==> src/rtl/msc_pkg.sv <==
// ----------------------------------------------------------------------------
// msc_pkg
// Shared types and constants of the magnetometer sample calibrator.
// ----------------------------------------------------------------------------
package msc_pkg;

    localparam int NUM_AXES  = 3;
    localparam int RAW_W     = 16;
    localparam int ADJ_W     = 8;
    localparam int GAIN_W    = 9;
    localparam int OUT_W     = 23;
    localparam int Q_W       = 23;
    localparam int T_W       = 32;
    localparam int APB_DW    = 32;
    localparam int APB_AW    = 4;
    localparam int REG_IDX_W = 2;
    localparam int PIPE_LEN  = 8;

    // Gain is (adj + 128) / 256; the milliGauss factor 49120/32760 reduces
    // to 1228/819, so the divisor is 819 * 256 with a round-half term.
    localparam logic [GAIN_W-1:0] ADJ_BIAS   = 9'd128;
    localparam int                MAG_NUM_W  = 11;
    localparam logic [10:0]       MAG_NUM    = 11'd1228;
    localparam logic [16:0]       ROUND_ADD  = 17'd104832;
    localparam int                DEN_SHIFT  = 8;
    localparam logic [9:0]        DIV_CONST  = 10'd819;
    localparam logic [22:0]       RECIP      = 23'd5244160;
    localparam int                RECIP_SHIFT = 32;
    localparam logic [T_W-1:0]    T_CLAMP    = 32'd3435135795;

    localparam logic [Q_W-1:0] POS_LIMIT = 23'h3FFFFF;
    localparam logic [Q_W-1:0] NEG_LIMIT = 23'h400000;

    localparam logic signed [OUT_W-1:0] OUT_MAX = 23'sh3FFFFF;
    localparam logic signed [OUT_W-1:0] OUT_MIN = 23'sh400000;

    localparam logic [REG_IDX_W-1:0] REG_SENS_ADJ_X  = 2'd0;
    localparam logic [REG_IDX_W-1:0] REG_SENS_ADJ_Y  = 2'd1;
    localparam logic [REG_IDX_W-1:0] REG_SENS_ADJ_Z  = 2'd2;
    localparam logic [REG_IDX_W-1:0] REG_CALIB_EN    = 2'd3;

    localparam logic [ADJ_W-1:0] SENS_ADJ_RESET = 8'd128;

    typedef logic signed [RAW_W-1:0] raw_t;
    typedef logic signed [OUT_W-1:0] field_t;
    typedef logic [ADJ_W-1:0]        adj_t;

    typedef struct packed {
        logic advance;
        logic upd_minmax;
        logic upd_offset;
    } lane_ctrl_t;

endpackage

==> src/rtl/msc_cfg.sv <==
// ----------------------------------------------------------------------------
// msc_cfg
// APB register file holding the sensitivity bytes and the calibration enable.
// ----------------------------------------------------------------------------
module msc_cfg (
    input  logic                            clk,
    input  logic                            rst_n,
    input  logic                            psel,
    input  logic                            penable,
    input  logic                            pwrite,
    input  logic [msc_pkg::APB_AW-1:0]      paddr,
    input  logic [msc_pkg::APB_DW-1:0]      pwdata,
    output logic [msc_pkg::APB_DW-1:0]      prdata,
    output logic                            pready,
    output msc_pkg::adj_t [msc_pkg::NUM_AXES-1:0] sens_adj,
    output logic                            calib_en
);
    import msc_pkg::*;

    adj_t sens_x_reg, sens_y_reg, sens_z_reg;
    logic calib_en_reg;
    logic wr_en;
    logic [REG_IDX_W-1:0] idx;

    assign pready = 1'b1;
    assign wr_en  = psel & penable & pwrite;
    assign idx    = paddr[APB_AW-1:2];

    always_ff @(posedge clk or negedge rst_n)
    begin
        if (!rst_n)
        begin
            sens_x_reg   <= SENS_ADJ_RESET;
            sens_y_reg   <= SENS_ADJ_RESET;
            sens_z_reg   <= SENS_ADJ_RESET;
            calib_en_reg <= 1'b0;
        end
        else if (wr_en)
        begin
            unique case (idx)
                REG_SENS_ADJ_X: sens_x_reg   <= pwdata[ADJ_W-1:0];
                REG_SENS_ADJ_Y: sens_y_reg   <= pwdata[ADJ_W-1:0];
                REG_SENS_ADJ_Z: sens_z_reg   <= pwdata[ADJ_W-1:0];
                REG_CALIB_EN:   calib_en_reg <= pwdata[0];
                default:        calib_en_reg <= calib_en_reg;
            endcase
        end
    end

    always_comb
    begin
        unique case (idx)
            REG_SENS_ADJ_X: prdata = APB_DW'(sens_x_reg);
            REG_SENS_ADJ_Y: prdata = APB_DW'(sens_y_reg);
            REG_SENS_ADJ_Z: prdata = APB_DW'(sens_z_reg);
            REG_CALIB_EN:   prdata = APB_DW'(calib_en_reg);
            default:        prdata = '0;
        endcase
    end

    assign sens_adj[0] = sens_x_reg;
    assign sens_adj[1] = sens_y_reg;
    assign sens_adj[2] = sens_z_reg;
    assign calib_en    = calib_en_reg;

endmodule

==> config.mk <==
export PLATFORM = sky130hd
export DESIGN_NAME = msc_cfg
export DESIGN_NICKNAME = d
export VERILOG_FILES = /design/src/rtl/msc_pkg.sv /design/src/rtl/msc_cfg.sv
export SDC_FILE = /design/constraint.sdc
export NUM_CORES = 1
export LEC_CHECK = 0
export BUFFER_PORTS_ARGS = -buffer_cell sky130_fd_sc_hd__buf_4
export CORE_MARGIN = 1.5
export CORE_UTILIZATION = 40
export DETAILED_ROUTE_END_ITERATION = 10
export PLACE_DENSITY_LB_ADDON = 0.05
export SYNTH_ARGS = -nofsm -noshare
export SYNTH_HDL_FRONTEND = slang
export SYNTH_SLANG_ARGS = --single-unit
export TNS_END_PERCENT = 1
==> constraint.sdc <==
create_clock -name clk -period 0.86 [get_ports clk]
set_input_delay 0 -clock clk [delete_from_list [all_inputs] [get_ports clk]]
set_output_delay 0 -clock clk [all_outputs]
set_load 0.01 [all_outputs]
==> impl_metrics.csv <==
group,metric,value,unit
floorplan,start_util,0.4306,
logic_synthesis,yosysWarnings,0,
placed_design,dp_hpwl,2.194,mm
global_routing,grt_start_max_net_pins,26,
timing,finalHoldViolCount,0,
clock_tree,cts_tree,"done",
logic_synthesis,synth_commonest_cells,"buf_4 (25), mux2_2 (25), dfrtp_1 (22), nand2_1 (8)",
layout,synthToLayoutAreaGrowth,49.72,%
critical_path,crit_path_start_kind,"flop",
critical_path,r2r_slack,-0.02,ns
clock_tree,cts_sinks,25,
logic_synthesis,yosysUniqueCellTypes,18,
logic_synthesis,yosys.area.top_type,"dfrtp_1",
placed_design,dp.cells,212,
route,detail_route.iter0.violations,19,
global_routing,grt_use_total,0.1705,
layout,final_core_util,0.6448,
logic_synthesis,synth_compound_area_frac,0.02622,
layout,fin_nets,223,
critical_path,crit_chain,"mux4_2 -> buf_6",
placed_design,dp_slack,-0.3333,ns
layout,final_cells,225,
critical_path,crit_required,0.86,ns
clock_tree,cts_setup_buffers,0,
logic_synthesis,avgSynthCellArea,12.26,um2
route,first_pass_iters,2,
logic_synthesis,async_flop_share,1.000,
power,p_leak,0.9789,nW
route,num_vias,997,
critical_path,endpoint_kind,"primary output",
logic_synthesis,yosys_most_used_dff,"dfrtp_1",
logic_synthesis,synth_fa_ha_area_frac,0,
floorplan,core_area,0.003103,mm2
timing,period_needed,1.321,ns
outcome,violations,"negative setup slack",
layout,drive_gt1_frac,0.5525,
logic_synthesis,yosys.area_share.simple,0.06180,
route,viasPerCell,4.431,
floorplan,num_io_pins,99,
floorplan,rows,20,
floorplan,die_h,60.80,um
route,routedWlPerCell,12.84,um
critical_path,cp.arrival,1.32,ns
route,route.detailed.drc,0,
global_routing,grt_first_pass_wirelength,4.533,mm
power,p_per_area,1941,mW/mm2
logic_synthesis,synth-xor-area-share,0,
global_routing,overflow,0,
clock_tree,htree_levels,1,
placed_design,place.gp.congestion,0.7489,
timing,drv_slew,0,
timing,timing.final.crit_share,1.536,
global_routing,grt_pass1_vias,986,
critical_path,max_stage_delay,0.48,ns
critical_path,path_class,"flop to primary output",
logic_synthesis,synth-seq-cells,25,
timing,setup_slack,-0.4612,ns
logic_synthesis,synth_cells,109,
timing,setup_viol,29,
logic_synthesis,synth_top_family_by_area,"multiplexers",
layout,antenna-diode-count,0,
timing,fmax,0.7569,GHz
logic_synthesis,yosysSeqAreaShare,0.4710,
clock_tree,root_buffer,"clkbuf_4",
logic_synthesis,synthTopCellsByArea,"dfrtp_1 (41%), mux2_2 (21%), buf_4 (14%), dfstp_2 (5.9%), mux2i_1 (5.2%)",
outcome,outcome,"finished with violations",
logic_synthesis,synth_area,0.001336,mm2
route,postRouteAntennaNets,0,
clock_tree,numCtsBuffers,3,
clock_tree,clock_latency,0.30,ns
placed_design,place.port_buffers,47,
job,max-cap-violations,0,
logic_synthesis,synth_mux_area_frac,0.2800,
floorplan,die_x,60.80,um
timing,finalClockSkew,0,ns
clock_tree,clk_pin_slew,0.13,ns
clock_tree,clockBufferDepth,2,
worst_hold_path,worstHoldPathType,"input port to async pin",
critical_path,cp_slowest_cell,"mux4_2",
timing,rsz0062_at_grt,"yes",
floorplan,die_area,0.003697,mm2
critical_path,crit_fanout,2,
route,drt_wl_total,2.890,mm
logic_synthesis,synth_top_area_share,0.4120,
global_routing,antenna_found_initial,0,
power,max-vdd-ir-drop,1.004,mV
logic_synthesis,synth_edf_count,0,
layout,fill_cells,280,
cell usage in the layout (no fill, tap or decap), types with 3 or more instances in the layout:
cell	synthesis	layout
mux2i_1	7	7
nand2_1	8	8
clkbuf_4	0	3
buf_6	1	28
conb_1	2	25
dlygate4sd3_1	0	9
dfrtp_1	22	22
buf_4	25	35
mux2_2	25	25
o21ai_1	0	7
dfstp_2	3	3
path summary, 6_finish.rpt:
check | from | endpoint | cells past startpoint
max in group asynchronous | rst_n | sens_x_reg[7] | 2
max | calib_en | prdata[0] | 2
min | rst_n | sens_x_reg[6] | 2
max reg2reg | sens_x_reg[0] | sens_x_reg[0] | 2
min reg2reg | sens_y_reg[4] | sens_y_reg[4] | 1
min in group clk | paddr[2] | sens_z_reg[1] | 3
kinds of logic (layout without fill, tap and decap cells):
family,count (synthesis),count (layout)
other,2,25
AO/OA/AOI/OAI,7,7
AND/OR/NAND/NOR,14,14
flip-flops,25,25
buffers and inverters,28,77
multiplexers,33,33
cell type report:
type | count | area (um2) | area share
repair buffers | 73 | 688.2 | 0.3440
clock buffers | 4 | 26.28 | 0.01313
flip-flops and latches | 25 | 629.4 | 0.3146
multi-input cells | 79 | 601.8 | 0.3008
well taps | 44 | 55.05 | 0.02752
through the flow:
stage / area, um2 / power (mW) / hold slack [ns] / setup TNS (ns)
detailed placement: 1777 / 3.138 / -0.08297 / -6.295
global placement: 1777 / 3.094 / -0.08162 / -6.042
finish: 2001 / 3.882 / 0.1190 / -3.081
global route: 2001 / 4.144 / 0.1038 / -5.106
CTS: 1968 / 3.857 / 0.1130 / -3.582
floorplan: 1436 / 2.364 / -0.2956 / -2.314
metal layers:
metal  up-vias  GRT usage  share of wire
met5         -          0              0
met4         0    0.06522          0.013
met3         4    0.03412          0.060
met2        49     0.2934           0.51
met1       477     0.2112           0.42
li1        467          -              -
worst max-delay path: cells and delay by family, from the launching register on:
kind                   cells  cell delay [ns]
buffers and inverters      1             0.14
DFF                        1             0.41
muxes                      1             0.48
power breakdown:
| group | switching [mW] | internal (mW) |
|---|---|---|
| registers | 0.238 | 1.47 |
| logic | 0.614 | 1.06 |
| clock network | 0.317 | 0.181 |
| total | 1.17 | 2.71 |
what timing repair did:
action | CTS | global route
setup endpoints to repair | 37 | 44
endpoints found under the hold margin | 50 | 0
cloned | 0 | 0
hold buffers | 9 | 0
gates resized for setup | 27 | 9
(Power assumes the default switching activity.)
