## config.mk

```make
export PLATFORM = sky130hd
export DESIGN_NAME = msc_merge_flat
export DESIGN_NICKNAME = d
export VERILOG_FILES = /design/src/rtl/msc_pkg.sv /design/src/rtl/msc_if.sv /design/src/rtl/msc_merge.sv /design/src/flat_wrapper.sv
export SDC_FILE = /design/constraint.sdc
export NUM_CORES = 1
export LEC_CHECK = 0
export BUFFER_PORTS_ARGS = -buffer_cell sky130_fd_sc_hd__buf_2
export CAP_MARGIN = 20
export CORE_ASPECT_RATIO = 1.5
export CORE_MARGIN = 5
export CORE_UTILIZATION = 37
export DETAILED_ROUTE_END_ITERATION = 10
export PLACE_DENSITY_LB_ADDON = 0.15
export RECOVER_POWER = 25
export SLEW_MARGIN = 40
export SYNTH_ARGS = -nofsm -noshare
export SYNTH_HDL_FRONTEND = slang
export SYNTH_SLANG_ARGS = --single-unit
```

## constraint.sdc

```tcl
create_clock -name clk -period 1.4 [get_ports clk]
set_input_delay 0.07 -clock clk [delete_from_list [all_inputs] [get_ports clk]]
set_output_delay 0.07 -clock clk [all_outputs]
set_load 0.01 [all_outputs]
```

## src/rtl/msc_pkg.sv

```systemverilog
// ----------------------------------------------------------------------------
// msc_pkg
// Shared types and constants of the magnetometer sample calibrator.
// ----------------------------------------------------------------------------
package msc_pkg;

    localparam int NUM_AXES  = 3;
    localparam int RAW_W     = 16;
    localparam int ADJ_W     = 8;
    localparam int GAIN_W    = 9;
    localparam int OUT_W     = 23;
    localparam int Q_W       = 23;
    localparam int T_W       = 32;
    localparam int APB_DW    = 32;
    localparam int APB_AW    = 4;
    localparam int REG_IDX_W = 2;
    localparam int PIPE_LEN  = 8;

    // Gain is (adj + 128) / 256; the milliGauss factor 49120/32760 reduces
    // to 1228/819, so the divisor is 819 * 256 with a round-half term.
    localparam logic [GAIN_W-1:0] ADJ_BIAS   = 9'd128;
    localparam int                MAG_NUM_W  = 11;
    localparam logic [10:0]       MAG_NUM    = 11'd1228;
    localparam logic [16:0]       ROUND_ADD  = 17'd104832;
    localparam int                DEN_SHIFT  = 8;
    localparam logic [9:0]        DIV_CONST  = 10'd819;
    localparam logic [22:0]       RECIP      = 23'd5244160;
    localparam int                RECIP_SHIFT = 32;
    localparam logic [T_W-1:0]    T_CLAMP    = 32'd3435135795;

    localparam logic [Q_W-1:0] POS_LIMIT = 23'h3FFFFF;
    localparam logic [Q_W-1:0] NEG_LIMIT = 23'h400000;

    localparam logic signed [OUT_W-1:0] OUT_MAX = 23'sh3FFFFF;
    localparam logic signed [OUT_W-1:0] OUT_MIN = 23'sh400000;

    localparam logic [REG_IDX_W-1:0] REG_SENS_ADJ_X  = 2'd0;
    localparam logic [REG_IDX_W-1:0] REG_SENS_ADJ_Y  = 2'd1;
    localparam logic [REG_IDX_W-1:0] REG_SENS_ADJ_Z  = 2'd2;
    localparam logic [REG_IDX_W-1:0] REG_CALIB_EN    = 2'd3;

    localparam logic [ADJ_W-1:0] SENS_ADJ_RESET = 8'd128;

    typedef logic signed [RAW_W-1:0] raw_t;
    typedef logic signed [OUT_W-1:0] field_t;
    typedef logic [ADJ_W-1:0]        adj_t;

    typedef struct packed {
        logic advance;
        logic upd_minmax;
        logic upd_offset;
    } lane_ctrl_t;

endpackage

```

## src/rtl/msc_if.sv

```systemverilog


interface msc_out_if;
    logic             valid;
    logic             ready;
    msc_pkg::field_t  field_x;
    msc_pkg::field_t  field_y;
    msc_pkg::field_t  field_z;
    logic             overflow_flag;

    modport source (output valid, field_x, field_y, field_z, overflow_flag, input ready);
    modport sink   (input valid, field_x, field_y, field_z, overflow_flag, output ready);
endinterface

```

## src/rtl/msc_merge.sv

```systemverilog
// ----------------------------------------------------------------------------
// msc_merge
// Output register that joins the three lane results and the overflow bit
// into one field item and paces the pipeline.
// ----------------------------------------------------------------------------
module msc_merge (
    input  logic                                    clk,
    input  logic                                    rst_n,
    input  logic                                    item_vld,
    input  logic                                    item_ovf,
    input  msc_pkg::field_t [msc_pkg::NUM_AXES-1:0] lane_field,
    msc_out_if.source                               field_out,
    output logic                                    advance
);
    import msc_pkg::*;

    logic   out_vld_reg, out_vld_next;
    field_t fx_reg, fy_reg, fz_reg;
    logic   ovf_reg;

    assign advance      = !out_vld_reg || field_out.ready;
    assign out_vld_next = advance ? item_vld : out_vld_reg;

    always_ff @(posedge clk or negedge rst_n)
    begin
        if (!rst_n)
        begin
            out_vld_reg <= 1'b0;
        end
        else
        begin
            out_vld_reg <= out_vld_next;
        end
    end

    always_ff @(posedge clk)
    begin
        if (advance && item_vld)
        begin
            fx_reg  <= lane_field[0];
            fy_reg  <= lane_field[1];
            fz_reg  <= lane_field[2];
            ovf_reg <= item_ovf;
        end
    end

    assign field_out.valid         = out_vld_reg;
    assign field_out.field_x       = fx_reg;
    assign field_out.field_y       = fy_reg;
    assign field_out.field_z       = fz_reg;
    assign field_out.overflow_flag = ovf_reg;

endmodule

```

## src/flat_wrapper.sv

```systemverilog
// flat-port wrapper written by rule: the top's interface ports become plain ports
module msc_merge_flat import msc_pkg::*;
  (clk, rst_n, item_vld, item_ovf, lane_field, advance, field_out_valid, field_out_field_x, field_out_field_y, field_out_field_z, field_out_overflow_flag, field_out_ready);
  msc_out_if field_out_i ();
  input  logic clk;
  input  logic rst_n;
  input  logic item_vld;
  input  logic item_ovf;
  input  msc_pkg::field_t [msc_pkg::NUM_AXES-1:0] lane_field;
  output logic advance;
  output wire logic [$bits(field_out_i.valid)-1:0] field_out_valid;
  output wire logic [$bits(field_out_i.field_x)-1:0] field_out_field_x;
  output wire logic [$bits(field_out_i.field_y)-1:0] field_out_field_y;
  output wire logic [$bits(field_out_i.field_z)-1:0] field_out_field_z;
  output wire logic [$bits(field_out_i.overflow_flag)-1:0] field_out_overflow_flag;
  input wire logic [$bits(field_out_i.ready)-1:0] field_out_ready;
  assign field_out_valid = field_out_i.valid;
  assign field_out_field_x = field_out_i.field_x;
  assign field_out_field_y = field_out_i.field_y;
  assign field_out_field_z = field_out_i.field_z;
  assign field_out_overflow_flag = field_out_i.overflow_flag;
  assign field_out_i.ready = field_out_ready;
  msc_merge u_core (.clk(clk), .rst_n(rst_n), .item_vld(item_vld), .item_ovf(item_ovf), .lane_field(lane_field), .field_out(field_out_i), .advance(advance));
endmodule
```

==> results.json <==
{
  "outcome": "complete, no violations",
  "clockBufferDepth": 2,
  "cp-start-kind": "flip-flop",
  "coreArea_um2": 5740,
  "finalSetupViolations": 0,
  "start_util": 0.375,
  "synthCells": 74,
  "postCtsHoldBufs": 72,
  "diodes": 0,
  "drt_pass1_iterations": 2,
  "fillCellCount": 432,
  "cap_viol_max_count": 0,
  "grt-ovfl-total": 0,
  "avgRoutedWirePerCell_um": 14.6,
  "wirelength_um": 5550,
  "postCtsSetupBuffers": 0,
  "synthArstFlopShare": 0.0141,
  "crit_required_ns": 1.42,
  "antenna_found_initial": 0,
  "areaGrowthSynthToFinish_pct": 81.4,
  "dieArea_um2": 7480,
  "rsz0062_at_grt": "no",
  "place_area_um2": 3010,
  "cts_sinks": 71,
  "h-tree-depth": 3,
  "grt_pass1_vias": 1620,
  "leakage_nw": 1.67,
  "ys_seq_elements": 71,
  "pre_cts_ws_ns": 0.209,
  "dp_hpwl_um": 3450,
  "slowest_stage": "dfrtp_1",
  "drt-initial-drc-count": 54,
  "crit_fanout": 38,
  "drive_above_1_share": 0.523,
  "yosysMostFrequentCell": "edfxtp_1",
  "use_met3": 0.0445,
  "grt_max_degree": 39,
  "io_buffers": 145,
  "synth_top_area_share": 0.975,
  "fin_area_um2": 3910,
  "grt_pass1_wl_um": 7760,
  "finish.net_count": 378,
  "drv_slew": 0,
  "die_w_um": 72.3,
  "vias": 1568,
  "layout_setup_ws_ns": 0.204,
  "multi_input_area_um2": 28.8,
  "insertion_delay_ns": 0.33,
  "via_per_inst": 4.13,
  "cts_buffers": 9,
  "synth_area_leaders": "edfxtp_1, dfrtp_1, nand2b_4",
  "crit_family": "flip-flops",
  "die_height_um": 103,
  "synth_fp_nets": 148,
  "cpPeakStageDelay_ns": 0.41,
  "crit_type": "reg -> reg",
  "syn_area_um2": 2160,
  "synth-edff-count": 70,
  "fin_crit_ns": 1.20,
  "grtUsageMet1": 0.150,
  "fin_crit_sh": 0.854,
  "fmax_mhz": 836,
  "use_met2": 0.256,
  "clkTransAtPathRegs_ns": 0.06,
  "drt.antenna.violating_nets": 0,
  "yosysWarnings": 0,
  "synth_commonest_cells": "edfxtp_1, and2_4, dfrtp_1, nand2b_1, nand2b_4",
  "cts_root_buffer": "clkbuf_8",
  "cp.arrival_ns": 1.22,
  "end_kind": "flip-flop",
  "finalClockSkew_ns": 0.00852,
  "synthDistinctLibCells": 5,
  "cts_resized": 0,
  "hold_violations": 0,
  "worstMarginPinSlew_ns": 0.201,
  "synth_top_area_cell": "edfxtp_1",
  "row_count": 34,
  "grt.total_usage": 0.145,
  "power.density_nw_per_um2": 1140,
  "utilization": 0.681,
  "top_usage_layer": "met2",
  "io_pins": 146,
  "crit_chain": "nand2b_4 -> and2_4 -> buf_12",
  "slew_headroom": 0.866,
  "synth-main-ff-cell": "edfxtp_1",
  "peakVddDrop_mv": 0.790,
  "path_buf_inv": 1,
  "syn_avg_cell_area_um2": 29.1,
  "min_path_type": "in -> reg",
  "ff_latch_area_um2": 2130,
  "cts_tree": "done",
  "gp_congestion": 0.636,
  "post-route-drc-count": 0,
  "ys_seq_area_frac": 0.987
}
-- routing by layer --
metal	wire [um]	part of all wire	vias up
li1	-	-	754
met3	534	0.096	12
met5	0	0	-
met4	134	0.024	0
met2	3090	0.56	85
met1	1790	0.32	717
-- flip-flops by register name, indices dropped and copies added, names as in the netlist --
signal	flops
u_core.field_out.field_x	23
u_core.field_out.field_y	23
u_core.field_out.field_z	23
u_core.field_out.overflow_flag	1
u_core.field_out.valid	1
-- per-stage QoR --
step	hold slack [ns]	std cells	power [W]	setup TNS [ns]
after CTS	0.000171	380	0.00454	0
after global routing	0.00575	380	0.00466	0
after detailed placement	-0.154	293	0.00290	0
after floorplan	-0.226	74	0.00266	-6.59
final	0.0169	380	0.00448	0
after global placement	-0.154	293	0.00289	0
-- final cells by class --
class | instances | share of cell area
flip-flops and latches | 71 | 0.544
clock buffers | 10 | 0.0326
well taps | 72 | 0.0230
clock inverters | 5 | 0.0128
repair buffers | 219 | 0.380
multi-input cells | 3 | 0.00736
-- worst reg2reg max path, stage by stage (launching register included) --
cell,delay [ns]
dfrtp_1,0.41
nand2b_4,0.08
and2_4,0.17
buf_12,0.21
-- cell families after synthesis --
logic type    share of synthesized area
simple gates                     0.0133
flops                             0.987
-- report_power, final --
part	internal [W]	total [W]	switching, W
Combinational	0.000294	0.000510	0.000215
Sequential	0.00248	0.00250	0.0000257
Clock	0.000798	0.00147	0.000668
-- worst paths after layout --
path	startpoint	end	slack (ns)	cells after the start
min in group asynchronous	rst_n	u_core.field_out.valid	0.06	2
max in group asynchronous	rst_n	u_core.field_out.valid	1.25	2
hold / removal	field_out_ready	u_core.field_out.valid	0.02	3
setup reg to reg	u_core.field_out.valid	u_core.field_out.field_x[10]	0.20	3
hold reg to reg	u_core.field_out.valid	u_core.field_out.valid	0.55	2
setup / recovery	u_core.field_out.valid	u_core.field_out.field_x[10]	0.20	3
-- placed cells by master (no fill, tap or decap) --
cell / n
and2_4: 1
buf_12: 2
buf_2: 145
bufinv_16: 1
clkbuf_1: 1
clkbuf_8: 9
clkinv_1: 2
clkinv_2: 1
clkinvlp_4: 1
dfrtp_1: 1
dlygate4sd3_1: 72
edfxtp_1: 70
nand2b_1: 1
nand2b_4: 1
No activity file was read; power rests on OpenSTA's default activity.
