--- config.mk ---
export PLATFORM = sky130hd
export DESIGN_NAME = msc_lane
export DESIGN_NICKNAME = d
export VERILOG_FILES = /design/src/rtl/msc_pkg.sv /design/src/rtl/msc_lane.sv
export SDC_FILE = /design/constraint.sdc
export NUM_CORES = 2
export LEC_CHECK = 0
export ABC_AREA = 1
export BUFFER_PORTS_ARGS = -buffer_cell sky130_fd_sc_hd__buf_2
export CAP_MARGIN = 30
export CORE_AREA = 2 2 330 332
export CTS_CLUSTER_DIAMETER = 150
export DETAILED_ROUTE_END_ITERATION = 12
export DIE_AREA = 0 0 332 334
export GPL_TIMING_DRIVEN = 1
export SETUP_SLACK_MARGIN = 0.02
export SYNTH_ARGS = -nofsm -noshare
export SYNTH_HDL_FRONTEND = slang
export SYNTH_SLANG_ARGS = --single-unit
--- constraint.sdc ---
create_clock -name clk -period 6.7 [get_ports clk]
set_clock_uncertainty 0.2 [all_clocks]
set_input_delay 0.67 -clock clk [delete_from_list [all_inputs] [get_ports clk]]
set_output_delay 0.67 -clock clk [all_outputs]
set_load 0.01 [all_outputs]
--- src/rtl/msc_pkg.sv ---
// ----------------------------------------------------------------------------
// msc_pkg
// Shared types and constants of the magnetometer sample calibrator.
// ----------------------------------------------------------------------------
package msc_pkg;

    localparam int NUM_AXES  = 3;
    localparam int RAW_W     = 16;
    localparam int ADJ_W     = 8;
    localparam int GAIN_W    = 9;
    localparam int OUT_W     = 23;
    localparam int Q_W       = 23;
    localparam int T_W       = 32;
    localparam int APB_DW    = 32;
    localparam int APB_AW    = 4;
    localparam int REG_IDX_W = 2;
    localparam int PIPE_LEN  = 8;

    // Gain is (adj + 128) / 256; the milliGauss factor 49120/32760 reduces
    // to 1228/819, so the divisor is 819 * 256 with a round-half term.
    localparam logic [GAIN_W-1:0] ADJ_BIAS   = 9'd128;
    localparam int                MAG_NUM_W  = 11;
    localparam logic [10:0]       MAG_NUM    = 11'd1228;
    localparam logic [16:0]       ROUND_ADD  = 17'd104832;
    localparam int                DEN_SHIFT  = 8;
    localparam logic [9:0]        DIV_CONST  = 10'd819;
    localparam logic [22:0]       RECIP      = 23'd5244160;
    localparam int                RECIP_SHIFT = 32;
    localparam logic [T_W-1:0]    T_CLAMP    = 32'd3435135795;

    localparam logic [Q_W-1:0] POS_LIMIT = 23'h3FFFFF;
    localparam logic [Q_W-1:0] NEG_LIMIT = 23'h400000;

    localparam logic signed [OUT_W-1:0] OUT_MAX = 23'sh3FFFFF;
    localparam logic signed [OUT_W-1:0] OUT_MIN = 23'sh400000;

    localparam logic [REG_IDX_W-1:0] REG_SENS_ADJ_X  = 2'd0;
    localparam logic [REG_IDX_W-1:0] REG_SENS_ADJ_Y  = 2'd1;
    localparam logic [REG_IDX_W-1:0] REG_SENS_ADJ_Z  = 2'd2;
    localparam logic [REG_IDX_W-1:0] REG_CALIB_EN    = 2'd3;

    localparam logic [ADJ_W-1:0] SENS_ADJ_RESET = 8'd128;

    typedef logic signed [RAW_W-1:0] raw_t;
    typedef logic signed [OUT_W-1:0] field_t;
    typedef logic [ADJ_W-1:0]        adj_t;

    typedef struct packed {
        logic advance;
        logic upd_minmax;
        logic upd_offset;
    } lane_ctrl_t;

endpackage

--- src/rtl/msc_lane.sv ---
// ----------------------------------------------------------------------------
// msc_lane
// One axis: scaling pipeline with constant division, then min/max tracking,
// midpoint offset and offset removal.
// ----------------------------------------------------------------------------
module msc_lane #(
    parameter int RAW_BITS  = 16,
    parameter int FRAC_BITS = 4
) (
    input  logic                  clk,
    input  logic                  rst_n,
    input  msc_pkg::lane_ctrl_t   ctrl,
    input  msc_pkg::raw_t         raw,
    input  msc_pkg::adj_t         sens_adj,
    output msc_pkg::field_t       field
);
    import msc_pkg::*;

    localparam int P1_W  = RAW_BITS + GAIN_W;
    localparam int P2_W  = P1_W + MAG_NUM_W;
    localparam int SH_W  = P2_W + FRAC_BITS + 1;
    localparam int TF_W  = SH_W - DEN_SHIFT;
    localparam int CMP_W = (TF_W > T_W) ? TF_W : T_W;
    localparam int PR_W  = T_W + Q_W;

    logic [RAW_BITS-1:0] raw_bits;
    logic                neg;
    logic [RAW_BITS-1:0] mag;
    logic [GAIN_W-1:0]   gain;

    logic [P1_W-1:0]  p1_reg;
    logic [P2_W-1:0]  p2_reg;
    logic [T_W-1:0]   t3_reg, t4_reg;
    logic [Q_W-1:0]   qe4_reg, q5_reg;
    logic [5:1]       neg_reg;
    field_t           s6_reg, s7_reg, s8_reg;

    field_t max_reg, min_reg, offset_reg;
    field_t max_next, min_next;

    logic [SH_W-1:0]  shifted;
    logic [CMP_W-1:0] t_full;
    logic [T_W-1:0]   t3_next;
    logic [PR_W-1:0]  recip_prod;
    logic [T_W-1:0]   back_prod;
    logic [T_W-1:0]   remainder;
    logic [Q_W-1:0]   q5_next;
    field_t           s6_next;

    logic signed [OUT_W:0] mid_sum;
    logic signed [OUT_W:0] diff;

    assign raw_bits = raw[RAW_BITS-1:0];
    assign neg      = raw_bits[RAW_BITS-1];
    assign mag      = neg ? (~raw_bits + RAW_BITS'(1)) : raw_bits;
    assign gain     = GAIN_W'(sens_adj) + ADJ_BIAS;

    assign shifted = (SH_W'(p2_reg) << FRAC_BITS) + SH_W'(ROUND_ADD);
    assign t_full  = CMP_W'(shifted[SH_W-1:DEN_SHIFT]);
    assign t3_next = (t_full > CMP_W'(T_CLAMP)) ? T_CLAMP : t_full[T_W-1:0];

    assign recip_prod = PR_W'(t3_reg) * PR_W'(RECIP);

    assign back_prod = T_W'(qe4_reg) * T_W'(DIV_CONST);
    assign remainder = t4_reg - back_prod;
    assign q5_next   = (remainder >= T_W'(DIV_CONST)) ? (qe4_reg + Q_W'(1)) : qe4_reg;

    always_comb
    begin
        if (neg_reg[5])
        begin
            s6_next = (q5_reg > NEG_LIMIT) ? OUT_MIN : field_t'(~q5_reg + Q_W'(1));
        end
        else
        begin
            s6_next = (q5_reg > POS_LIMIT) ? OUT_MAX : field_t'(q5_reg);
        end
    end

    always_ff @(posedge clk)
    begin
        if (ctrl.advance)
        begin
            p1_reg     <= P1_W'(mag) * P1_W'(gain);
            p2_reg     <= P2_W'(p1_reg) * P2_W'(MAG_NUM);
            t3_reg     <= t3_next;
            t4_reg     <= t3_reg;
            qe4_reg    <= recip_prod[RECIP_SHIFT +: Q_W];
            q5_reg     <= q5_next;
            neg_reg    <= {neg_reg[4:1], neg};
            s6_reg     <= s6_next;
            s7_reg     <= s6_reg;
            s8_reg     <= s7_reg;
        end
    end

    assign max_next = (s6_reg > max_reg) ? s6_reg : max_reg;
    assign min_next = (s6_reg < min_reg) ? s6_reg : min_reg;
    assign mid_sum  = {max_reg[OUT_W-1], max_reg} + {min_reg[OUT_W-1], min_reg};

    always_ff @(posedge clk or negedge rst_n)
    begin
        if (!rst_n)
        begin
            max_reg    <= OUT_MIN;
            min_reg    <= OUT_MAX;
            offset_reg <= '0;
        end
        else
        begin
            if (ctrl.upd_minmax)
            begin
                max_reg <= max_next;
                min_reg <= min_next;
            end
            if (ctrl.upd_offset)
            begin
                offset_reg <= mid_sum[OUT_W:1];
            end
        end
    end

    assign diff = {s8_reg[OUT_W-1], s8_reg} - {offset_reg[OUT_W-1], offset_reg};

    always_comb
    begin
        if (diff[OUT_W] != diff[OUT_W-1])
        begin
            field = diff[OUT_W] ? OUT_MIN : OUT_MAX;
        end
        else
        begin
            field = diff[OUT_W-1:0];
        end
    end

endmodule

==> results.yml <==
yosys:
  ys_seq_area_share_pct: 24.2
  synth_top_family_by_area: "adder cells"
  synth_area_um2: 37300
  synth-xor-area-share_pct: 4.05
  synth_compound_area_share_pct: 7.79
  synth_fp_nets: 5388
  synth-seq-cells: 311
  syn_avg_cell_area_um2: 8.28
  synth-main-ff-cell: "edfxtp_1"
  synthAdderAreaFrac_pct: 34.5
  synthMuxAreaShare_pct: 0
  syn_inst: 4510
  synth_cell_types: 62
  yosysWarnings: 0
  synth-simple-area-share_pct: 18.3
  ys_async_sr_fraction_pct: 22.2
  synth_edf_count: 242
routing:
  antenna_left: 0
  first_pass_iters: 6
  first_iter_violations: 1664
  wl_per_cell_um: 15.3
  num_vias: 28800
  drt-total-wl_um: 91900
  viasPerCell: 4.79
  drc: 0
timing:
  period_needed_ps: 6160
  hold_viol_final: 0
  tns_ps: 0
  finalSetupViolations: 0
  worstMarginPinSlew_ps: 988
  fmax_mhz: 162
  finalCritPeriodShare_pct: 92.0
  rsz0062_at_grt: "false"
  slew_violations: 0
  relSlewSlack_pct: 34.1
final_layout:
  drive_gt1_share_pct: 5.70
  final_nets: 5444
  n_antenna_cell: 0
  area_growth_pct: 8.51
  largest_reg_flops: 33
cts:
  clock_sinks: 311
  ctsLongestPathBuffers: 3
  clockRootBuffer: "clkbuf_16"
  path_clk_slew_ps: 60
  cts_htree_levels: 2
  cts_resized: 0
  cts_tree: "built"
  cts_buffers: 38
  clk_latency_ps: 550
setup_path:
  path_max_fanout: 24
  cp_slowest_stage_delay_ps: 630
  worst-endpoint-arrival_ps: 6260
  start_kind: "register"
  critPathRequiredTime_ps: 6800
  cpMaxStageDelayCell: "edfxtp_1"
  crit_type: "register to register"
  crit_top_cell: "nand2_1"
  end_kind: "register"
grt:
  antenna_found_initial: 3
  grt_overflow: 0
  grt_pass1_wl_um: 151000
  grt_usage_pct: 16.7
  grt_max_degree: 172
  first_global_vias: 28600
die:
  die_x_um: 332
  io_pins: 52
  die_area_um2: 111000
  core_area_um2: 108000
  fp.dieH_um: 334
  start_util_pct: 34.6
  rows: 121
place:
  gp_congestion: 0.908
  port-buffer-count: 51
  dp_hpwl_um: 78600
status:
  outcome: "complete, no violations"
min_path:
  worstHoldPathType: "register to register"
run:
  maxCapViolCount: 0
[per-stage QoR]
stage	instances	util (%)	worst slack (ps)	hold slack (ps)	area [um^2]
final	6010	37.6	538	219	40500
after global routing	6010	37.6	82.4	227	40500
after CTS	6008	37.6	525	177	40500
after detailed placement	5938	36.4	288	206	39300
after global placement	5938	36.4	309	201	39300
after floorplan	4510	-	618	174	37300
[layout make-up]
class	instances	area (um^2)
repair buffers	74	465
well taps	1414	1770
clock buffers	49	1020
clock inverters	21	211
multi-input cells	3103	24100
flip-flops and latches	311	9020
inverters	1038	3900
fillers	11100	67300
[cells by family (layout without fill, tap and decap cells)]
logic type | count (synthesis) | count (layout)
AND/OR/NAND/NOR | 1569 | 1569
adder cells (fa/ha/maj) | 849 | 849
flip-flops | 311 | 311
XOR/XNOR | 171 | 171
AO/OA/AOI/OAI | 514 | 514
buffers and inverters | 1096 | 1182
[cell usage in the layout (no fill, tap or decap), types with 29 or more instances in the layout]
| master | count |
|---|---|
| nand4_1 | 83 |
| xor2_1 | 115 |
| nor2_1 | 262 |
| a21oi_1 | 204 |
| dfrtp_1 | 46 |
| inv_1 | 1025 |
| nand3_1 | 149 |
| ha_1 | 549 |
| nor2_2 | 29 |
| edfxtp_1 | 242 |
| fa_1 | 300 |
| nand2_1 | 898 |
| buf_2 | 50 |
| clkbuf_16 | 39 |
| xnor2_1 | 54 |
| nor3_1 | 41 |
| o21ai_0 | 181 |
[worst max-delay path: cells and delay by family, from the launching register on]
kind            cells  cell delay (ps)
flops               1              630
buf+inv             4              220
simple gates       14             1710
fa+ha+maj           6             2900
compound gates      1              220
[synthesized netlist by cell type, types with 46 or more instances]
library cell,instances,share of area [%]
dfrtp_1,46,3.1
ha_1,549,18
xnor2_1,54,1.3
edfxtp_1,242,19
nand4_1,83,1.4
o21ai_0,181,2.4
a21oi_1,204,2.7
nand3_1,149,2.0
nor2_1,262,2.6
nand2_1,898,9.0
inv_1,1025,10
xor2_1,115,2.7
fa_1,300,16
[repair_timing]
| action | in CTS | in global routing |
|---|---|---|
| endpoints found under the hold margin | 0 | 12 |
| hold buffers | 0 | 1 |
| buffers inserted | 0 | 0 |
[final timing paths]
kind | startpoint | endpoint | slack, ps | cells past startpoint
max in group asynchronous | rst_n | min_reg[21] | 5150 | 4
setup / recovery | qe4_reg[4] | q5_reg[13] | 540 | 25
setup reg to reg | qe4_reg[4] | q5_reg[13] | 540 | 25
min in group asynchronous | rst_n | max_reg[1] | 520 | 3
hold / removal | s7_reg[19] | s8_reg[19] | 220 | 0
hold reg to reg | s7_reg[19] | s8_reg[19] | 220 | 0
[layer usage]
metal / global-route usage, % / vias to the layer above / routed length [um]
li1: - / 14500 / -
met1: 23.3 / 13600 / 44000
met2: 27.5 / 539 / 41800
met3: 1.77 / 125 / 3570
met4: 4.53 / 0 / 2540
met5: 0 / - / 0
Power is not shown: default switching activity piles up to over one toggle a cycle in this logic, so the estimate is an artifact.
